<file path="config.mk">
export PLATFORM = sky130hd
export DESIGN_NAME = platform_interrupt_controller_top
export DESIGN_NICKNAME = d
export VERILOG_FILES = /design/src/rtl/pic_pkg.sv /design/src/rtl/pic_ram.sv /design/src/rtl/pic_ctrl.sv /design/src/rtl/pic_dp.sv /design/src/rtl/platform_interrupt_controller_top.sv
export VERILOG_INCLUDE_DIRS = /design/src /design/src/rtl
export SDC_FILE = /design/constraint.sdc
export NUM_CORES = 1
export LEC_CHECK = 0
export BUFFER_PORTS_ARGS = -buffer_cell sky130_fd_sc_hd__buf_2
export CAP_MARGIN = 20
export CELL_PAD_IN_SITES_DETAIL_PLACEMENT = 1
export CELL_PAD_IN_SITES_GLOBAL_PLACEMENT = 2
export CORE_MARGIN = 10
export CORE_UTILIZATION = 44
export CTS_CLUSTER_SIZE = 12
export DETAILED_ROUTE_END_ITERATION = 8
export PLACE_DENSITY_LB_ADDON = 0.2
export SLEW_MARGIN = 20
export SYNTH_ARGS = -nofsm -noshare
export SYNTH_HDL_FRONTEND = slang
export SYNTH_SLANG_ARGS = --single-unit
</file>
<file path="constraint.sdc">
create_clock -name clk -period 10.9 [get_ports clk]
set_clock_uncertainty 0.1 [all_clocks]
set_input_delay 0.545 -clock clk [delete_from_list [all_inputs] [get_ports clk]]
set_output_delay 0.545 -clock clk [all_outputs]
set_load 0.01 [all_outputs]
</file>
<file path="src/rtl/assert_macros.svh">
// Concurrent assertion helpers
`ifndef ASSERT_MACROS_SVH
`define ASSERT_MACROS_SVH

`ifndef SYNTHESIS
`define ASSERT_CLK(label, clk, rst, prop) \
  label: assert property (@(posedge clk) disable iff (rst) prop) \
    else $error("assertion failed");
`define ASSERT_NEVER(label, clk, rst, prop) \
  label: assert property (@(posedge clk) disable iff (rst) !(prop)) \
    else $error("forbidden condition seen");
`else
`define ASSERT_CLK(label, clk, rst, prop)
`define ASSERT_NEVER(label, clk, rst, prop)
`endif

`endif

</file>
<file path="src/rtl/pic_pkg.sv">
`default_nettype none
package pic_pkg;

  localparam logic [1:0] CMD_SAMPLE = 2'd0;
  localparam logic [1:0] CMD_READ   = 2'd1;
  localparam logic [1:0] CMD_WRITE  = 2'd2;

  localparam logic [2:0] REG_PRIO   = 3'd0;
  localparam logic [2:0] REG_PEND   = 3'd1;
  localparam logic [2:0] REG_ENABLE = 3'd2;
  localparam logic [2:0] REG_THRESH = 3'd3;
  localparam logic [2:0] REG_CLAIM  = 3'd4;

  typedef struct packed {
    logic load;
    logic apply;
    logic cap_prio;
    logic scan;
    logic finish;
  } pic_ctrl_t;

  typedef struct packed {
    logic scan_last;
  } pic_stat_t;

endpackage
`default_nettype wire

</file>
<file path="src/rtl/pic_ram.sv">
`default_nettype none
module pic_ram #(
  parameter int WIDTH = 3,
  parameter int DEPTH = 32
) (
  input  wire logic                     clk,
  input  wire logic                     we,
  input  wire logic [$clog2(DEPTH)-1:0] waddr,
  input  wire logic [WIDTH-1:0]         wdata,
  input  wire logic [$clog2(DEPTH)-1:0] raddr,
  output logic [WIDTH-1:0]              rdata
);

  logic [WIDTH-1:0] mem [DEPTH];

  always_ff @(posedge clk) begin
    if (we) begin
      mem[waddr] <= wdata;
    end
    rdata <= mem[raddr];
  end

endmodule
`default_nettype wire

</file>
<file path="src/rtl/pic_ctrl.sv">
`default_nettype none
module pic_ctrl (
  input  wire logic              clk,
  input  wire logic              rst,
  input  wire logic              start,
  input  wire pic_pkg::pic_stat_t stat,
  output pic_pkg::pic_ctrl_t     ctrl,
  output logic                   busy,
  output logic                   done
);

  localparam logic [2:0] ST_IDLE = 3'd0;
  localparam logic [2:0] ST_OP   = 3'd1;
  localparam logic [2:0] ST_PRD  = 3'd2;
  localparam logic [2:0] ST_SCAN = 3'd3;
  localparam logic [2:0] ST_LAST = 3'd4;
  localparam logic [2:0] ST_FIN  = 3'd5;

  logic [2:0] state;
  logic [2:0] state_next;

  always_comb begin
    state_next = state;
    unique case (state)
      ST_IDLE: begin
        if (start) begin
          state_next = ST_OP;
        end
      end
      ST_OP:   state_next = ST_PRD;
      ST_PRD:  state_next = ST_SCAN;
      ST_SCAN: begin
        if (stat.scan_last) begin
          state_next = ST_LAST;
        end
      end
      ST_LAST: state_next = ST_FIN;
      ST_FIN:  state_next = ST_IDLE;
      default: state_next = ST_IDLE;
    endcase
  end

  always_comb begin
    ctrl.load     = (state == ST_IDLE) && start;
    ctrl.apply    = (state == ST_OP);
    ctrl.cap_prio = (state == ST_PRD);
    ctrl.scan     = (state == ST_SCAN);
    ctrl.finish   = (state == ST_FIN);
  end

  assign busy = (state != ST_IDLE);

  always_ff @(posedge clk) begin
    if (rst) begin
      state <= ST_IDLE;
      done  <= 1'b0;
    end else begin
      state <= state_next;
      done  <= (state == ST_FIN);
    end
  end

endmodule
`default_nettype wire

</file>
<file path="src/rtl/pic_dp.sv">
`default_nettype none
module pic_dp #(
  parameter int NUM_SOURCES = 32,
  parameter int PRIO_BITS   = 3
) (
  input  wire logic               clk,
  input  wire logic               rst,
  input  wire pic_pkg::pic_ctrl_t ctrl,
  output pic_pkg::pic_stat_t      stat,
  input  wire logic [1:0]         command,
  input  wire logic [2:0]         reg_select,
  input  wire logic [4:0]         source_index,
  input  wire logic [31:0]        write_data,
  input  wire logic [31:0]        irq_lines,
  output logic [31:0]             read_data,
  output logic                    irq_request
);

  localparam int IDX_W = $clog2(NUM_SOURCES);
  localparam logic [NUM_SOURCES-1:0] SRC_MASK = {{(NUM_SOURCES-1){1'b1}}, 1'b0};

  logic [1:0]             cmd_q;
  logic [2:0]             sel_q;
  logic [4:0]             idx_q;
  logic [31:0]            wd_q;
  logic [31:0]            lines_q;

  logic [NUM_SOURCES-1:0] pending;
  logic [NUM_SOURCES-1:0] enable;
  logic [NUM_SOURCES-1:0] in_service;
  logic [NUM_SOURCES-1:0] prio_vld;
  logic [PRIO_BITS-1:0]   threshold;
  logic [PRIO_BITS-1:0]   prio_rd;

  logic [IDX_W-1:0]       cnt;
  logic                   cmp_valid;
  logic [IDX_W-1:0]       cmp_id;
  logic                   found;
  logic                   second;
  logic [IDX_W-1:0]       best_id;
  logic [PRIO_BITS-1:0]   best_prio;

  logic                   idx_ok;
  logic [IDX_W-1:0]       idx_a;
  logic [IDX_W-1:0]       wd_a;
  logic                   is_rd;
  logic                   is_wr;
  logic                   claim;
  logic                   cpl_ok;
  logic                   ram_we;
  logic [IDX_W-1:0]       ram_raddr;
  logic [PRIO_BITS-1:0]   ram_rd;
  logic [NUM_SOURCES-1:0] elig;
  logic [PRIO_BITS-1:0]   cand_prio;
  logic                   cand_ok;
  logic                   cand_better;
  logic [31:0]            rd_value;

  assign idx_a  = idx_q[IDX_W-1:0];
  assign wd_a   = wd_q[IDX_W-1:0];
  assign idx_ok = (idx_q != 5'd0) && (32'(idx_q) < 32'(NUM_SOURCES));
  assign is_rd  = (cmd_q == pic_pkg::CMD_READ);
  assign is_wr  = (cmd_q == pic_pkg::CMD_WRITE);
  assign claim  = is_rd && (sel_q == pic_pkg::REG_CLAIM);
  assign cpl_ok = (wd_q < 32'(NUM_SOURCES)) && enable[wd_a];

  assign ram_we    = ctrl.apply && is_wr && (sel_q == pic_pkg::REG_PRIO) && idx_ok;
  assign ram_raddr = ctrl.scan ? cnt : idx_a;

  pic_ram #(
    .WIDTH (PRIO_BITS),
    .DEPTH (NUM_SOURCES)
  ) u_prio_ram (
    .clk   (clk),
    .we    (ram_we),
    .waddr (idx_a),
    .wdata (wd_q[PRIO_BITS-1:0]),
    .raddr (ram_raddr),
    .rdata (ram_rd)
  );

  assign elig        = pending & enable;
  assign cand_prio   = prio_vld[cmp_id] ? ram_rd : '0;
  assign cand_ok     = cmp_valid && elig[cmp_id] && (cand_prio > threshold);
  assign cand_better = !found || (cand_prio > best_prio);

  assign stat.scan_last = (cnt == IDX_W'(NUM_SOURCES - 1));

  always_comb begin
    rd_value = '0;
    if (is_rd) begin
      unique case (sel_q)
        pic_pkg::REG_PRIO:   rd_value = 32'(prio_rd);
        pic_pkg::REG_PEND:   rd_value = 32'(pending);
        pic_pkg::REG_ENABLE: rd_value = 32'(enable);
        pic_pkg::REG_THRESH: rd_value = 32'(threshold);
        pic_pkg::REG_CLAIM:  rd_value = found ? 32'(best_id) : '0;
        default:             rd_value = '0;
      endcase
    end
  end

  always_ff @(posedge clk) begin
    if (rst) begin
      pending    <= '0;
      enable     <= '0;
      in_service <= '0;
      prio_vld   <= '0;
      threshold  <= '0;
      cmp_valid  <= 1'b0;
    end else begin
      cmp_valid <= ctrl.scan;
      if (ctrl.apply) begin
        if (cmd_q == pic_pkg::CMD_SAMPLE) begin
          pending <= pending | (lines_q[NUM_SOURCES-1:0] & SRC_MASK & ~in_service);
        end else if (is_wr) begin
          unique case (sel_q)
            pic_pkg::REG_PRIO: begin
              if (idx_ok) begin
                prio_vld[idx_a] <= 1'b1;
              end
            end
            pic_pkg::REG_ENABLE: enable    <= wd_q[NUM_SOURCES-1:0] & SRC_MASK;
            pic_pkg::REG_THRESH: threshold <= wd_q[PRIO_BITS-1:0];
            pic_pkg::REG_CLAIM: begin
              if (cpl_ok) begin
                in_service[wd_a] <= 1'b0;
              end
            end
            default: ;
          endcase
        end
      end
      if (ctrl.finish && claim && found) begin
        pending[best_id]    <= 1'b0;
        in_service[best_id] <= 1'b1;
      end
    end
  end

  always_ff @(posedge clk) begin
    if (ctrl.load) begin
      cmd_q   <= command;
      sel_q   <= reg_select;
      idx_q   <= source_index;
      wd_q    <= write_data;
      lines_q <= irq_lines;
    end
    if (ctrl.apply) begin
      cnt    <= IDX_W'(1);
      found  <= 1'b0;
      second <= 1'b0;
    end
    if (ctrl.cap_prio) begin
      prio_rd <= (idx_ok && prio_vld[idx_a]) ? ram_rd : '0;
    end
    if (ctrl.scan) begin
      cnt    <= cnt + IDX_W'(1);
      cmp_id <= cnt;
    end
    if (cand_ok) begin
      if (cand_better) begin
        best_id   <= cmp_id;
        best_prio <= cand_prio;
      end
      if (found) begin
        second <= 1'b1;
      end
      found <= 1'b1;
    end
    if (ctrl.finish) begin
      read_data   <= rd_value;
      irq_request <= claim ? second : found;
    end
  end

endmodule
`default_nettype wire

</file>
<file path="src/rtl/platform_interrupt_controller_top.sv">
// Single-context platform interrupt controller.
// Command channel: an item (command, reg_select, source_index, write_data,
// irq_lines) is taken at a rising edge with start high and busy low.
// Commands: sample the irq_lines, read a register, write a register.
// A read of the claim/complete register returns the winning source and
// moves it from pending to in service; a write there completes a source.
// Result channel: read_data and irq_request are shown for one cycle with
// done high; read_data is 0 for samples and writes.
// Every item runs an arbitration scan over the priority RAM, one source
// per cycle, and done rises in the same cycle that busy falls.
// A new item can be taken in the done cycle.
// The receiver cannot stall; a result not taken in its done cycle is lost.
// Reset clears the priority valid bits, pending, enable, threshold and
// in-service state at once; no clearing pass is needed.
`default_nettype none
`include "assert_macros.svh"
module platform_interrupt_controller_top #(
  parameter int NUM_SOURCES = 32,
  parameter int PRIO_BITS   = 3
) (
  input  wire logic        clk,
  input  wire logic        rst,
  input  wire logic        start,
  output logic             busy,
  input  wire logic [1:0]  command,
  input  wire logic [2:0]  reg_select,
  input  wire logic [4:0]  source_index,
  input  wire logic [31:0] write_data,
  input  wire logic [31:0] irq_lines,
  output logic             done,
  output logic [31:0]      read_data,
  output logic             irq_request
);

  pic_pkg::pic_ctrl_t ctrl;
  pic_pkg::pic_stat_t stat;

  pic_ctrl u_ctrl (
    .clk   (clk),
    .rst   (rst),
    .start (start),
    .stat  (stat),
    .ctrl  (ctrl),
    .busy  (busy),
    .done  (done)
  );

  pic_dp #(
    .NUM_SOURCES (NUM_SOURCES),
    .PRIO_BITS   (PRIO_BITS)
  ) u_dp (
    .clk          (clk),
    .rst          (rst),
    .ctrl         (ctrl),
    .stat         (stat),
    .command      (command),
    .reg_select   (reg_select),
    .source_index (source_index),
    .write_data   (write_data),
    .irq_lines    (irq_lines),
    .read_data    (read_data),
    .irq_request  (irq_request)
  );

  `ASSERT_CLK(a_done_when_idle, clk, rst, done |-> !busy)
  `ASSERT_CLK(a_accept_goes_busy, clk, rst, (start && !busy) |=> (busy && !done))
  `ASSERT_CLK(a_done_single, clk, rst, done |=> !done)
  `ASSERT_CLK(a_ctrl_exclusive, clk, rst, $onehot0(ctrl))

endmodule
`default_nettype wire
</file>
* Word-level counts from Yosys, hierarchy flattened *
Memory sizes are Yosys's and may differ from the RTL's. A register that Yosys moved wholly into a read port is not among the register bits.
Cells that the tools add are included.

cells by class
  add/sub/neg operators = 1
  order comparisons = 10
  eq/ne operators = 14
  multiplexer cells = 40
  bitwise gates (word level) = 11
  reduce and logical (&&, ||, !) cells = 27

operators by type and width
  cell                                                  number
  two-way mux 32 bit                                    11
  case mux 32 bit (5 select lines)                      1
  bitwise AND 32 bit                                    4
  inverter 32 bit                                       3
  OR 32 bit                                             3
  < comparator 32 x 6 -> 1 bit (second input constant)  1
  < comparator 5 x 6 -> 1 bit (second input constant)   4
  binary-select mux 1 bit (select 5 bit)                4
  two-way mux 5 bit                                     4
  demux 1 bit (select 5 bit)                            3
  >= comparator 5 x 1 -> 1 bit (second input constant)  3
  case mux 3 bit (5 select lines)                       1
  logical AND 1 bit                                     14
  two-way mux 1 bit                                     13
  == test 3 x 2 -> 1 bit (second input constant)        4
  == test 3 bit (second input constant)                 3
  two-way mux 3 bit                                     3
  AND reduction 4 bit                                   2
  == test 3 x 1 -> 1 bit (second input constant)        2
  > comparator 3 bit                                    2
  logical NOT 3 bit                                     2
  adder 5 x 1 -> 5 bit (second input constant)          1
  == test 5 bit (second input constant)                 1
  AND reduction 5 bit                                   1
  other kinds (11)                                      13

word-level totals
  flip-flop bits (word level) = 265
  RAM bits = 96
  input port bits = 77
  output and inout bits = 35
  logic and storage cells = 126
  memories kept = 1

memory list
  name                 words  bits a word  rd ports  clocked after Yosys merged registers in  write ports  RTL line       text
  u_dp.u_prio_ram.mem  32     3            1         1                                        1            pic_ram.sv:14  logic [WIDTH-1:0] mem [DEPTH];

* Longest topological paths before layout *
  depth in word-level cells = 14
  mapped depth = 11
  gate-level depth less buffers = 10

* Cells and area by module *
Synthesis repeated with hierarchy kept, for this count alone.

unflattened totals
  cell total of the unflattened synthesis = 1186
  area, all modules = 14961.8 sq um

modules (own cells, without submodules)
  module    instances  cells an instance  area each (sq um)  seq. area each (sq um)
  pic_dp    1          975                10816.6            6456.2
  pic_ram   1          185                3916.3             2942.8
  pic_ctrl  1          26                 229.0              80.1

* Worst setup path before layout *
Ideal clock, no wire load.

  path kind = reg-to-reg
  start point = reg u_ctrl.state[0]
  end point = reg u_dp.cmd_q[0] (enable)
  library setup time = 505 ps
  arrival = 3922 ps
  data required time = 10295 ps
  path slack = 6373 ps
  stages on the path, launching flop included = 4
  path buffers = 1
  clock period less this slack = 4527 ps
  cells stage by stage = dfxtp_1 > buf_6 > or3_1 > nor2_1

RTL lines
  what                    RTL line        text
  from (decl)             pic_ctrl.sv:19  logic [2:0] state;
  from (signal assigned)  pic_ctrl.sv:58  state <= state_next;
  to (signal assigned)    pic_dp.sv:143   cmd_q <= command;
  to (decl)               pic_dp.sv:22    logic [1:0] cmd_q;

* Worst setup path after layout *
  start point = reg u_dp.cmp_id[1]
  end point = reg u_dp.best_id[1] (enable)

on the way
  longest elaborated chain between the ends = 6
  elaborated cells on any way between the ends = 11
  those cells by class = order compare (2); mux (5); reduce/logical (4)

ends and longest elaborated chain
  what                                                          RTL line                    text
  from (decl)                                                   pic_dp.sv:37                logic [IDX_W-1:0] cmp_id;
  from (signal assigned)                                        pic_dp.sv:159               cmp_id <= cnt;
  binary-select mux 1 bit (select 5 bit) (*)                    pic_dp.sv:83                assign cand_prio = prio_vld[cmp_id] ? ram_rd : '0;
  two-way mux 1 bit (not written as such) (*)                   pic_dp.sv:83
  two-way mux 3 bit (*)                                         pic_dp.sv:83
  net u_dp.cand_prio[1]                                         pic_dp.sv:54                logic [PRIO_BITS-1:0] cand_prio;
  > comparator 3 bit, on equally long branches                  pic_dp.sv:85, pic_dp.sv:84
  logical OR 1 bit / logical AND 1 bit (equally long branches)  pic_dp.sv:85, pic_dp.sv:84
  AND reduction 2 bit (no source line) (*)                      n/a
  to (signal assigned)                                          pic_dp.sv:163               best_id <= cmp_id;
  to (decl)                                                     pic_dp.sv:40                logic [IDX_W-1:0] best_id;

Mark *: on every way through the listed nets, which the timed path passes. The rest lies on a longest branch. The select of a mux whose other input is x is not followed.
A chain may end at the register's enable or synchronous reset.

==> metrics.md <==
| Metric | Value |
|---|---|
| Worst endpoint data arrival time | 4.56 ns |
| Core occupancy in the finished layout | 51.2% |
| Cell area after synthesis | 0.0156 mm2 |
| Number of buffers added on ports | 110 |
| Non-filler cells, final | 1923 |
| Number of endpoints with negative hold slack in the final report | 0 |
| Async set-reset flop share out of synthesis | 0% |
| Cell depth of the worst hold path | 1 |
| Largest net degree at the start of global routing | 99 |
| Routability-driven placement congestion ratio | 0.827 |
| Placed cell count | 1847 |
| Non-Filler Cell Area, Final | 0.0178 mm2 |
| Worst-path fanout max | 14 |
| Post-detailed-placement half-perimeter wirelength | 31.8 mm |
| Crit. path cell count | 10 |
| Fmax | 223 MHz |
| Antenna Cells | 0 |
| Outcome | finished, final reports clean |
| Final period util | 41.2% |
| Launch instance of the worst register-to-register path | u_dp.cmp_id[1] |
| Cell depth of the worst flop-to-flop path | 10 |
| Relative slew slack | 26.8% |
| Clock transition at the registers of the reported paths | 0.06 ns |
| Post-synthesis adder-cell area fraction | 0.640% |
| Nets | 1521 |
| Number of instances in the synthesized netlist | 1351 |
| Boundary Pins | 112 |
| Sink Count | 362 |
| Most repeated cell in the gate-level netlist after synthesis | edfxtp_1 |
| Number of levels the H-tree was split into | 2 |
| Die boundary width | 209 um |
| Area fraction of the dominant cell type after synthesis | 42.8% |
| Share of the synthesized area in compound gates (AO/OA/AOI/OAI) | 11.5% |
| Post-placement cell area | 0.0165 mm2 |
| Simple-gate area share of the yosys netlist | 15.4% |
| Routed WL per cell | 24.4 um |
| Setup TNS | 0 ns |
| Final number of max-transition violations | 0 |
| Antenna violations before repair | 0 |
| Wire length of the first global-routing pass | 72.0 mm |
| Max IR drop VDD | 0.000151 V |
| Flop2flop setup slack | 6.41 ns |
| Area contributors post-synth | edfxtp_1, dfxtp_1, mux4_2 |
| Share of synthesized area spent on multiplexers | 8.00% |
| Total power density per cell area | 169 mW/mm2 |
| Yosys warns | 0 |
| Overall die area | 0.0435 mm2 |
| Relative area change from synthesis to final layout | 14.0% |
| Post-synth EDFFs | 223 |
| Multi-input gate area in the final layout | 0.00562 mm2 |
| Leakage power | 6.14 nW |
| Buffers & Inverters on Critical Path | 0 |
| Maximum single-stage delay on the critical path | 0.91 ns |
| DRC errors left | 0 |
| Initial standard-cell utilization of the core | 44.9% |
| Ys flop type | edfxtp_1 |
| Initial DRC Count | 694 |
| Fill cell count | 3663 |
| Hold-fix buffers, CTS | 0 |
| Slowest CP cell | edfxtp_1 |
| Antenna viol nets, final | 0 |
| Post-synthesis register bit count | 362 |
| Total setup violations reported at the end of the flow | 0 |
| Setup repair after global routing missed its margin | no |
| Site Rows | 68 |
| Hold/Removal Path Class | input port to register |
| Xor/xnor share of the synthesized area | 0.112% |
| Number of distinct standard cells referenced by the synthesized netlist | 79 |
| Cell type contributing the most total cell area after synthesis | edfxtp_1 |
| Overall track demand over capacity in global routing | 21.0% |
| Critical Path, Cell by Cell | mux4_2, mux4_2, mux2i_1, nor2b_1, ha_1, nor2b_1, o21ai_0, a21oi_1, a21boi_1, a21boi_1 |
| Post_cts resized | 0 |
| Clock network latency to the later pin of the worst-skew pair | 0.55 ns |
| Number of buffers added for setup after CTS | 0 |
| Total power | 0.00301 W |
| End point of the critical path | u_dp.best_id[1] |
| Detailed-route wire length | 46.8 mm |
| Fraction of final layout cells sized beyond drive strength 1 | 17.8% |
| Vias in the first global route | 11600 |
| Critical path launch point type | register |
| Via count | 11200 |
| Detail-routed via count per cell | 5.83 |
| Synth cell count leaders | edfxtp_1, nand2_1, nor2_1, dfxtp_1, a21oi_1 |
| Reg-to-reg critical path endpoint | u_dp.best_id[1] |
| Buffer levels on the longest clock path | 3 |
| CTS tree | done |
| Startpoint-to-endpoint class of the critical path | register to register |
| Clock Root Buffer | clkbuf_16 |
| Max-cap violation count | 0 |
| Combinational family with the most area after synthesis | simple AND/OR/NAND/NOR gates |
| Area of the core | 0.0348 mm2 |
| Number of optimization iterations in the first detailed-route pass | 5 |
| Die height | 209 um |
| Avg Inst Size Synth | 11.6 um2 |
| CP endpoint kind | register |
| Crit path max-delay family | compound AO/OA/AOI/OAI gates |
| Seq. cell area | 0.00948 mm2 |
| Num CTS Buffers | 41 |
| Proportion of synthesized chip area in sequential cells | 60.6% |
| Tmin final | 4.49 ns |
| Measured slew at the worst slew-check pin | 1.09 ns |
| Origin of the worst setup path | u_dp.cmp_id[1] |
| Data required time at the worst endpoint | 10.97 ns |
| GR Overflow Total | 0 |
==> report_power, final <==
group / switching (W) / internal (W) / total [W]
registers: 0.0000330 / 0.00149 / 0.00152
logic: 0.000110 / 0.0000555 / 0.000165
clock network: 0.000551 / 0.000768 / 0.00132
==> state kept, by name, indices dropped and copies added, names as in the netlist, 5 cells and up <==
name / count
u_dp.u_prio_ram.mem: 96
u_dp.cnt: 5
u_dp.read_data: 32
u_dp.best_id: 5
u_dp.idx_a: 5
u_dp.lines_q: 31
u_dp.prio_vld: 32
u_dp.cmp_id: 5
u_dp.enable: 31
u_dp.wd_q: 32
u_dp.in_service: 31
u_dp.pending: 32
==> layout by cell type (no fill, tap or decap), types with 5 or more instances in the layout <==
cell type and n:
nor3_1 15, and3_1 7, o31ai_1 7, a22oi_1 37, clkbuf_16 43, and3b_1 5, nand4_1 10, a31oi_1 43
buf_2 109, clkinv_2 6, nand2b_1 11, nand3_1 40, nand2_1 165, nor2b_1 19, nand4b_1 8, dfxtp_1 139
mux4_2 32, a211oi_1 22, edfxtp_1 223, mux2_2 10, nor2_1 142, nor4_1 14, nand3b_1 5, and2_1 12
mux2i_1 38, ha_1 8, nor3b_1 6, a2111oi_0 5, clkbuf_8 6, clkbuf_1 17, a311oi_1 10, buf_4 20
a21oi_1 76, o21ai_0 34, a221oi_1 5, inv_1 43
==> worst register-to-register path, cell delays in order, from the launching register on <==
cell      delay [ns]
edfxtp_1        0.91
mux4_2          0.42
mux4_2          0.52
mux2i_1         0.30
nor2b_1         0.15
ha_1            0.32
nor2b_1         0.12
o21ai_0         0.08
a21oi_1         0.22
a21boi_1        0.23
a21boi_1        0.74
==> metrics by stage <==
step / setup slack (ns) / hold WS [ns]
floorplan: 6.37 / 0.324
CTS: 6.30 / 0.0387
finish: 6.41 / 0.0613
detailed placement: 6.31 / 0.357
global route: 6.08 / 0.0486
global placement: 6.38 / 0.352
==> logic make-up after synthesis <==
kind of cell    after synthesis
buf+inv                     134
compound gates              272
fa+ha+maj                     8
flops                       362
xor+xnor                      2
simple gates                490
other cells                   1
mux                          82
==> routing by layer <==
| layer | GRT usage (%) | vias to the layer above | share of wire, % |
|---|---|---|---|
| met5 | 0 | - | 0 |
| met4 | 6.35 | 0 | 2.6 |
| met3 | 2.94 | 77 | 4.0 |
| met2 | 36.0 | 252 | 50 |
| met1 | 26.8 | 5695 | 44 |
| li1 | - | 5183 | - |
==> layout make-up <==
class,count,area share (%)
tap,455,3.19
inverter,44,0.940
clock inverter,9,0.288
timing repair buffer,130,4.06
sequential,362,53.2
clock buffer,66,6.86
multi-input combinational,857,31.5
==> worst min path at each step <==
stage,startpoint,end
final,source_index[1],u_dp.idx_a[1]
after global placement,u_dp.second,u_dp.second
after detailed placement,u_dp.second,u_dp.second
after floorplan,u_dp.pending[0],u_dp.pending[0]
after CTS,source_index[1],u_dp.idx_a[1]
after global routing,irq_lines[25],u_dp.lines_q[25]
No activity file was read; power rests on OpenSTA's default activity.
